$ cat config.mk
export PLATFORM = sky130hd
export DESIGN_NAME = critical_section_time_monitor_top
export DESIGN_NICKNAME = d
export VERILOG_FILES = /design/src/hdl/cstm_pkg.sv /design/src/hdl/cstm_ctrl.sv /design/src/hdl/cstm_datapath.sv /design/src/hdl/critical_section_time_monitor_top.sv
export SDC_FILE = /design/constraint.sdc
export NUM_CORES = 2
export LEC_CHECK = 0
export ABC_CLOCK_PERIOD_IN_PS = 9450
export BUFFER_PORTS_ARGS = -buffer_cell sky130_fd_sc_hd__buf_2
export CAP_MARGIN = 0
export CELL_PAD_IN_SITES_DETAIL_PLACEMENT = 0
export CELL_PAD_IN_SITES_GLOBAL_PLACEMENT = 2
export CORE_UTILIZATION = 49
export CTS_BUF_LIST = sky130_fd_sc_hd__clkbuf_2
export CTS_CLUSTER_SIZE = 24
export DETAILED_ROUTE_END_ITERATION = 16
export PLACE_DENSITY_LB_ADDON = 0.15
export SYNTH_ARGS = -nofsm -noshare
export SYNTH_HDL_FRONTEND = slang
export SYNTH_SLANG_ARGS = --single-unit
$ cat constraint.sdc
create_clock -name clk -period 9.45 [get_ports clk]
set_input_delay 1.89 -clock clk [delete_from_list [all_inputs] [get_ports clk]]
set_output_delay 1.89 -clock clk [all_outputs]
set_load 0.02 [all_outputs]
$ cat src/hdl/cstm_pkg.sv
// ----------------------------------------------------------------------------
// cstm_pkg
// Shared types and constants for the critical section time monitor.
// ----------------------------------------------------------------------------
package cstm_pkg;

    // Table geometry
    localparam int NUM_TASKS  = 16;
    localparam int DEPTH_BITS = 8;
    localparam int TASK_BITS  = (NUM_TASKS > 2) ? $clog2(NUM_TASKS) : 1;

    localparam logic [31:0] THRESHOLD_RESET = 32'd1000;
    localparam logic [DEPTH_BITS-1:0] DEPTH_MAX = {DEPTH_BITS{1'b1}};

    // Event commands
    localparam logic CMD_DISABLE = 1'b0;
    localparam logic CMD_ENABLE  = 1'b1;

    // Input item
    typedef struct packed {
        logic        command;
        logic [7:0]  task_index;
        logic        in_isr;
        logic [31:0] now_ms;
    } in_item_t;

    // Result item
    typedef struct packed {
        logic        ignored;
        logic        underflow;
        logic        overflow;
        logic [7:0]  nest_depth;
        logic        section_closed;
        logic [31:0] elapsed_ms;
        logic [31:0] high_water_ms;
        logic        new_high;
        logic        too_long;
    } out_item_t;

    // Controller states
    typedef enum logic [1:0] {
        ST_IDLE,
        ST_READ,
        ST_WRITE
    } state_t;

    // Controller to datapath commands
    typedef struct packed {
        logic load_in;
        logic eval;
        logic commit;
    } dp_cmd_t;

    // Low eight bits of a depth value, zero-extended when narrower
    function automatic logic [7:0] depth_to_out(input logic [DEPTH_BITS-1:0] d);
        logic [DEPTH_BITS+7:0] tmp;
        tmp = {8'd0, d};
        return tmp[7:0];
    endfunction

endpackage

$ cat src/hdl/cstm_ctrl.sv
// ----------------------------------------------------------------------------
// cstm_ctrl
// Sequencer: accepts an item, runs the read and write steps, and owns the
// result valid flag.
// ----------------------------------------------------------------------------
module cstm_ctrl
(
    input  logic             clk,
    input  logic             rst_n,
    input  logic             in_valid,
    output logic             in_stall,
    output logic             out_valid,
    input  logic             out_stall,
    output cstm_pkg::dp_cmd_t dp_cmd
);
    import cstm_pkg::*;

    state_t state_reg, state_next;
    logic   out_valid_reg, out_valid_next;

    // State and result flag registers
    always_ff @(posedge clk or negedge rst_n)
    begin
        if (!rst_n)
        begin
            state_reg     <= ST_IDLE;
            out_valid_reg <= 1'b0;
        end
        else
        begin
            state_reg     <= state_next;
            out_valid_reg <= out_valid_next;
        end
    end

    // Next state and commands
    always_comb
    begin
        state_next     = state_reg;
        dp_cmd         = '0;
        in_stall       = 1'b1;
        out_valid_next = out_valid_reg && out_stall;
        case (state_reg)
            ST_IDLE:
            begin
                in_stall = 1'b0;
                if (in_valid)
                begin
                    dp_cmd.load_in = 1'b1;
                    state_next     = ST_READ;
                end
            end
            ST_READ:
            begin
                dp_cmd.eval = 1'b1;
                state_next  = ST_WRITE;
            end
            ST_WRITE:
            begin
                // wait until the result register is free
                if (!out_valid_reg || !out_stall)
                begin
                    dp_cmd.commit  = 1'b1;
                    out_valid_next = 1'b1;
                    state_next     = ST_IDLE;
                end
            end
            default:
            begin
                state_next = ST_IDLE;
            end
        endcase
    end

    assign out_valid = out_valid_reg;

endmodule

$ cat src/hdl/cstm_datapath.sv
// ----------------------------------------------------------------------------
// cstm_datapath
// Per-task depth, start time and high-water tables, threshold register and
// result register.
// ----------------------------------------------------------------------------
module cstm_datapath
(
    input  logic              clk,
    input  logic              rst_n,
    input  cstm_pkg::dp_cmd_t dp_cmd,
    input  cstm_pkg::in_item_t in_item,
    input  logic              cfg_we,
    input  logic [31:0]       cfg_data,
    output cstm_pkg::out_item_t out_item
);
    import cstm_pkg::*;

    // Tables
    logic [DEPTH_BITS-1:0] depth_tab_reg [NUM_TASKS];
    logic [31:0]           start_tab_reg [NUM_TASKS];
    logic [31:0]           mark_tab_reg  [NUM_TASKS];

    logic [31:0] threshold_reg;

    // Captured item and read-step results
    in_item_t              item_reg;
    logic                  ok_reg;
    logic [TASK_BITS-1:0]  slot_reg;
    logic [DEPTH_BITS-1:0] depth_rd_reg;
    logic [31:0]           mark_rd_reg;
    logic [31:0]           elapsed_reg;

    out_item_t             out_reg, out_next;

    logic                  idx_ok;
    logic [TASK_BITS-1:0]  slot_in;
    logic [8:0]            idx_wide;

    // Write-step results
    logic [DEPTH_BITS-1:0] depth_new;
    logic                  start_we;
    logic                  mark_we;

    // Index check
    assign idx_wide = {1'b0, in_item.task_index};
    assign idx_ok   = !in_item.in_isr && (in_item.task_index != 8'd0)
                      && (idx_wide < 9'(NUM_TASKS));
    assign slot_in  = in_item.task_index[TASK_BITS-1:0];

    // Threshold register
    always_ff @(posedge clk or negedge rst_n)
    begin
        if (!rst_n)
            threshold_reg <= THRESHOLD_RESET;
        else if (cfg_we)
            threshold_reg <= cfg_data;
    end

    // Item capture and table read
    always_ff @(posedge clk)
    begin
        if (dp_cmd.load_in)
        begin
            item_reg <= in_item;
            ok_reg   <= idx_ok;
            slot_reg <= slot_in;
        end
        if (dp_cmd.eval)
        begin
            depth_rd_reg <= depth_tab_reg[slot_reg];
            mark_rd_reg  <= mark_tab_reg[slot_reg];
            elapsed_reg  <= item_reg.now_ms - start_tab_reg[slot_reg];
        end
    end

    // Event evaluation
    always_comb
    begin
        out_next  = '0;
        depth_new = depth_rd_reg;
        start_we  = 1'b0;
        mark_we   = 1'b0;
        if (!ok_reg)
        begin
            out_next.ignored = 1'b1;
        end
        else
        begin
            if (item_reg.command == CMD_DISABLE)
            begin
                start_we = (depth_rd_reg == '0);
                if (depth_rd_reg == DEPTH_MAX)
                    out_next.overflow = 1'b1;
                else
                    depth_new = depth_rd_reg + 1'b1;
            end
            else
            begin
                if (depth_rd_reg == '0)
                begin
                    out_next.underflow = 1'b1;
                end
                else
                begin
                    depth_new = depth_rd_reg - 1'b1;
                    if (depth_rd_reg == DEPTH_BITS'(1))
                    begin
                        out_next.section_closed = 1'b1;
                        out_next.elapsed_ms     = elapsed_reg;
                        if (elapsed_reg > mark_rd_reg)
                        begin
                            mark_we           = 1'b1;
                            out_next.new_high = 1'b1;
                            out_next.too_long = (elapsed_reg > threshold_reg);
                        end
                    end
                end
            end
            out_next.nest_depth    = depth_to_out(depth_new);
            out_next.high_water_ms = mark_we ? elapsed_reg : mark_rd_reg;
        end
    end

    // Depth and high-water tables, cleared at reset
    always_ff @(posedge clk or negedge rst_n)
    begin
        if (!rst_n)
        begin
            for (int i = 0; i < NUM_TASKS; i++)
            begin
                depth_tab_reg[i] <= '0;
                mark_tab_reg[i]  <= '0;
            end
        end
        else if (dp_cmd.commit && ok_reg)
        begin
            depth_tab_reg[slot_reg] <= depth_new;
            if (mark_we)
                mark_tab_reg[slot_reg] <= elapsed_reg;
        end
    end

    // Start time table, written before its value is ever used
    always_ff @(posedge clk)
    begin
        if (dp_cmd.commit && ok_reg && start_we)
            start_tab_reg[slot_reg] <= item_reg.now_ms;
    end

    // Result register
    always_ff @(posedge clk)
    begin
        if (dp_cmd.commit)
            out_reg <= out_next;
    end

    assign out_item = out_reg;

endmodule

$ cat src/hdl/critical_section_time_monitor_top.sv
// ----------------------------------------------------------------------------
// critical_section_time_monitor_top
// Tracks nested interrupt-disable sections per task and reports depth,
// closed-section duration and high-water mark for every valid event; other events are only flagged as ignored.
// ----------------------------------------------------------------------------
//  Channel  Handshake              Payload
//  in       in_valid / in_stall    in_item  (command, task, isr flag, time)
//  out      out_valid / out_stall  out_item (flags, depth, elapsed, mark)
//  cfg      cfg_valid / cfg_ready  cfg_data (too-long threshold, ms)
//
//  Each item passes through capture, table read with subtract, then
//  compare and table write-back, sequenced by the controller.
//  A finished result waits in the output register; the next item is taken
//  meanwhile and stalls only in its write step if that register is full.
//  Reset clears the depth and high-water tables at once; the threshold
//  returns to 1000 ms. cfg_ready is always high.
// ----------------------------------------------------------------------------
module critical_section_time_monitor_top
(
    input  logic                clk,
    input  logic                rst_n,
    input  logic                in_valid,
    output logic                in_stall,
    input  cstm_pkg::in_item_t  in_item,
    output logic                out_valid,
    input  logic                out_stall,
    output cstm_pkg::out_item_t out_item,
    input  logic                cfg_valid,
    output logic                cfg_ready,
    input  logic [31:0]         cfg_data
);
    import cstm_pkg::*;

    dp_cmd_t dp_cmd;

    assign cfg_ready = 1'b1;

    // Sequencer
    cstm_ctrl u_ctrl
    (
        .clk       (clk),
        .rst_n     (rst_n),
        .in_valid  (in_valid),
        .in_stall  (in_stall),
        .out_valid (out_valid),
        .out_stall (out_stall),
        .dp_cmd    (dp_cmd)
    );

    // Tables and arithmetic
    cstm_datapath u_datapath
    (
        .clk      (clk),
        .rst_n    (rst_n),
        .dp_cmd   (dp_cmd),
        .in_item  (in_item),
        .cfg_we   (cfg_valid),
        .cfg_data (cfg_data),
        .out_item (out_item)
    );

endmodule
==> results.tsv <==
stage	metric	value	unit
layout	multi_input_area	0.0201	mm^2
logic_synthesis	synthTopCellsByCount	700 x edfxtp_1, 669 x dfrtp_1, 438 x mux2_1, 360 x mux4_2, 205 x nor2_1	
logic_synthesis	ys_seq_area_frac	0.640	
sta	tightest_slew	1.18	ns
grt	antenna_found_initial	2	
floorplanning	core	0.120	mm^2
route	drt_pre_antenna_iters	7	
layout	final_nets	4079	
placement	io_buffers	158	
clock_tree	clock_latency	1.72	ns
clock_tree	root_buffer	clkbuf_2	
route	totalWireLength	150000	um
floorplanning	dieArea	0.123	mm^2
sta	final-hold-violation-count	0	
sta	fmax	0.176	GHz
logic_synthesis	syn_nets	3680	
sta	setup_viol	0	
sta	period_share	0.600	
logic_synthesis	ys.flop_type	edfxtp_1	
logic_synthesis	synth_cell_types	71	
clock_tree	cts_buffer_depth	4	
sta	maxSlewViolCount	0	
setup_path	cp_max_fo	38	
sta	period_needed	5.67	ns
logic_synthesis	yosysTopAreaCell	edfxtp_1	
logic_synthesis	synth_top_area_frac	0.354	
sta	grt_setup_unrepaired	no	
placement	dp_hpwl	87200	um
grt	grt_pass1_vias	36500	
clock_tree	ctsResizeCount	0	
clock_tree	cts_max_level	5	
power_and_ir_drop	power.density	218	mW/mm^2
logic_synthesis	ys_ff_latch	1379	
clock_tree	postCtsSetupBuffers	0	
placement	placed_area	0.0621	mm^2
setup_path	crit_arrival	7.03	ns
route	dr.first_iter.drc_count	2383	
placement	dp_slack	3.73	ns
logic_synthesis	synthArstFlopShare	0.489	
logic_synthesis	yosysWarnings	0	
logic_synthesis	yosysMostFrequentCell	edfxtp_1	
logic_synthesis	synth_edf_count	700	
setup_path	worstPathRequired	10.80	ns
clock_tree	postCtsHoldBufs	0	
route	ant_nets	0	
floorplanning	die_x	350	um
setup_path	critPathCaptureType	register	
clock_tree	clk_pin_slew	0.11	ns
sta	fin_ws	3.78	ns
layout	seq_area	0.0380	mm^2
layout	final_area	0.0652	mm^2
layout	stdcell_count	5783	
power_and_ir_drop	ir_worst_vdd	157	uV
setup_path	critPathKind	register to register	
layout	n_fill_cell	9866	
floorplanning	initial_utilization	0.495	
placement	place.gp.congestion	0.810	
logic_synthesis	synthTopCellsByArea	edfxtp_1 35%, dfrtp_1 28%, mux4_2 14%, mux2_1 8.3%, mux2_2 2.1%	
clock_tree	clock_sinks	1379	
route	vias	33300	
status	status	finished clean	
floorplanning	die_h	350	um
floorplanning	io_pins	160	
clock_tree	cts_buffers	365	
floorplanning	fp-row-count	127	
logic_synthesis	synthesis.area	0.0594	mm^2
placement	dpl.cell_count	5146	
route	drt-vias-per-instance	5.76	
logic_synthesis	syn-mean-instance-area	17.0	um^2
worst_hold_path	hold_path_class	input pin to asynchronous set/reset pin	
grt	grt_pass1_wl	227000	um
logic_synthesis	synth_cells	3502	
flow_run	maxCapViolations	0	
grt	grt_overflow	0	
route	remaining_drc_errors	0	
setup_path	start_kind	register	
grt	grt_use_total	0.253	
sta	relSlewSlack	0.209	
power_and_ir_drop	leakage	28.4	nW
layout	postLayoutCoreUtil	0.543	
grt	grt_start_max_net_pins	196	
route	wire_per_inst	26.0	um
sta	fin_setup_tns	0	ns
sta	finClkSkew	0.171	ns
layout	areaGrowthSynthToFinish	9.81	%
clock_tree	cts_tree	done	
layout	layout-drive-gt1-share	0.324	
[final cells by class]
| class | instances | share of cell area |
|---|---|---|
| clock buffers | 551 | 0.0423 |
| flip-flops and latches | 1379 | 0.583 |
| repair buffers | 251 | 0.0237 |
| multi-input cells | 1795 | 0.308 |
| well taps | 1612 | 0.0309 |
| diodes | 5 | 0.000192 |
| inverters | 109 | 0.00627 |
| clock inverters | 81 | 0.00566 |
[power by group]
group	internal [mW]	switching [mW]	total, mW
combinational	1.19	1.81	3.00
sequential	6.86	0.386	7.24
clock	1.59	2.39	3.97
[placed cells by master (no fill, tap or decap), types with 7 or more instances in the layout]
cell	synthesis	final
mux4_2	360	360
clkinv_1	0	68
o21a_1	7	7
xnor2_1	19	18
nand4_1	14	14
nor2_4	0	17
buf_4	8	89
a21o_1	33	33
inv_1	109	108
nand2_1	80	79
nor2_1	205	186
buf_2	19	157
a21oi_1	139	138
mux2_2	111	111
o21ai_0	59	58
mux2i_1	33	33
ha_1	98	98
dfrtp_1	669	669
and2_1	37	37
edfxtp_1	700	700
nor2b_1	11	10
a211oi_1	10	10
a31oi_1	9	9
nor3_1	10	10
nand3_1	12	12
xor2_1	13	13
mux2_1	438	438
nand2_4	10	10
clkbuf_2	0	551
[final timing paths]
path,depth (start not counted),to,slack (ns),from
max in group asynchronous,2,u_datapath.depth_tab_reg[45],7.35,rst_n
min reg2reg,1,u_datapath.mark_tab_reg[12],0.49,u_datapath.mark_tab_reg[12]
max,13,u_datapath.elapsed_reg[30],3.78,register
min,1,u_datapath.mark_tab_reg[455],0.33,rst_n
max reg2reg,13,u_datapath.elapsed_reg[30],3.78,register
min in group clk,1,u_datapath.item_reg[14],0.34,in_item[14]
[critical path, stage by stage, from the launching register on]
cell and delay (ns):
dfxtp_4 0.83, buf_4 0.65, mux4_2 0.58, mux4_2 0.48, ha_1 0.27, fa_1 0.45
nor2b_1 0.18, o31a_1 0.19, o31ai_1 0.13, a211o_1 0.37, a21oi_1 0.34, nand2_1 0.09
o21ai_0 0.21, xor2_1 0.51
[logic make-up (layout without fill, tap and decap cells)]
group,count (synthesis),in the layout,synth area share
flops,1379,1379,0.640
other cells,1,6,0.0000631
xor+xnor,32,32,0.00472
fa+ha+maj,99,99,0.0210
mux,942,942,0.246
compound gates,303,303,0.0305
simple gates,418,418,0.0331
buf+inv,328,992,0.0248
[through the flow]
stage	total power, mW	hold WS [ns]
floorplan	9.21	0.459
global placement	10.3	0.468
detailed placement	10.4	0.475
CTS	14.4	0.0683
global route	15.0	0.100
finish	14.2	0.327
[metal layers]
metal / global-route usage / up-vias / wire length [um]
li1: - / 14400 / -
met1: 0.341 / 17700 / 64700
met2: 0.407 / 1038 / 73200
met3: 0.0616 / 193 / 9480
met4: 0.0772 / 0 / 2990
met5: 0 / - / 0
(Power assumes the default switching activity.)
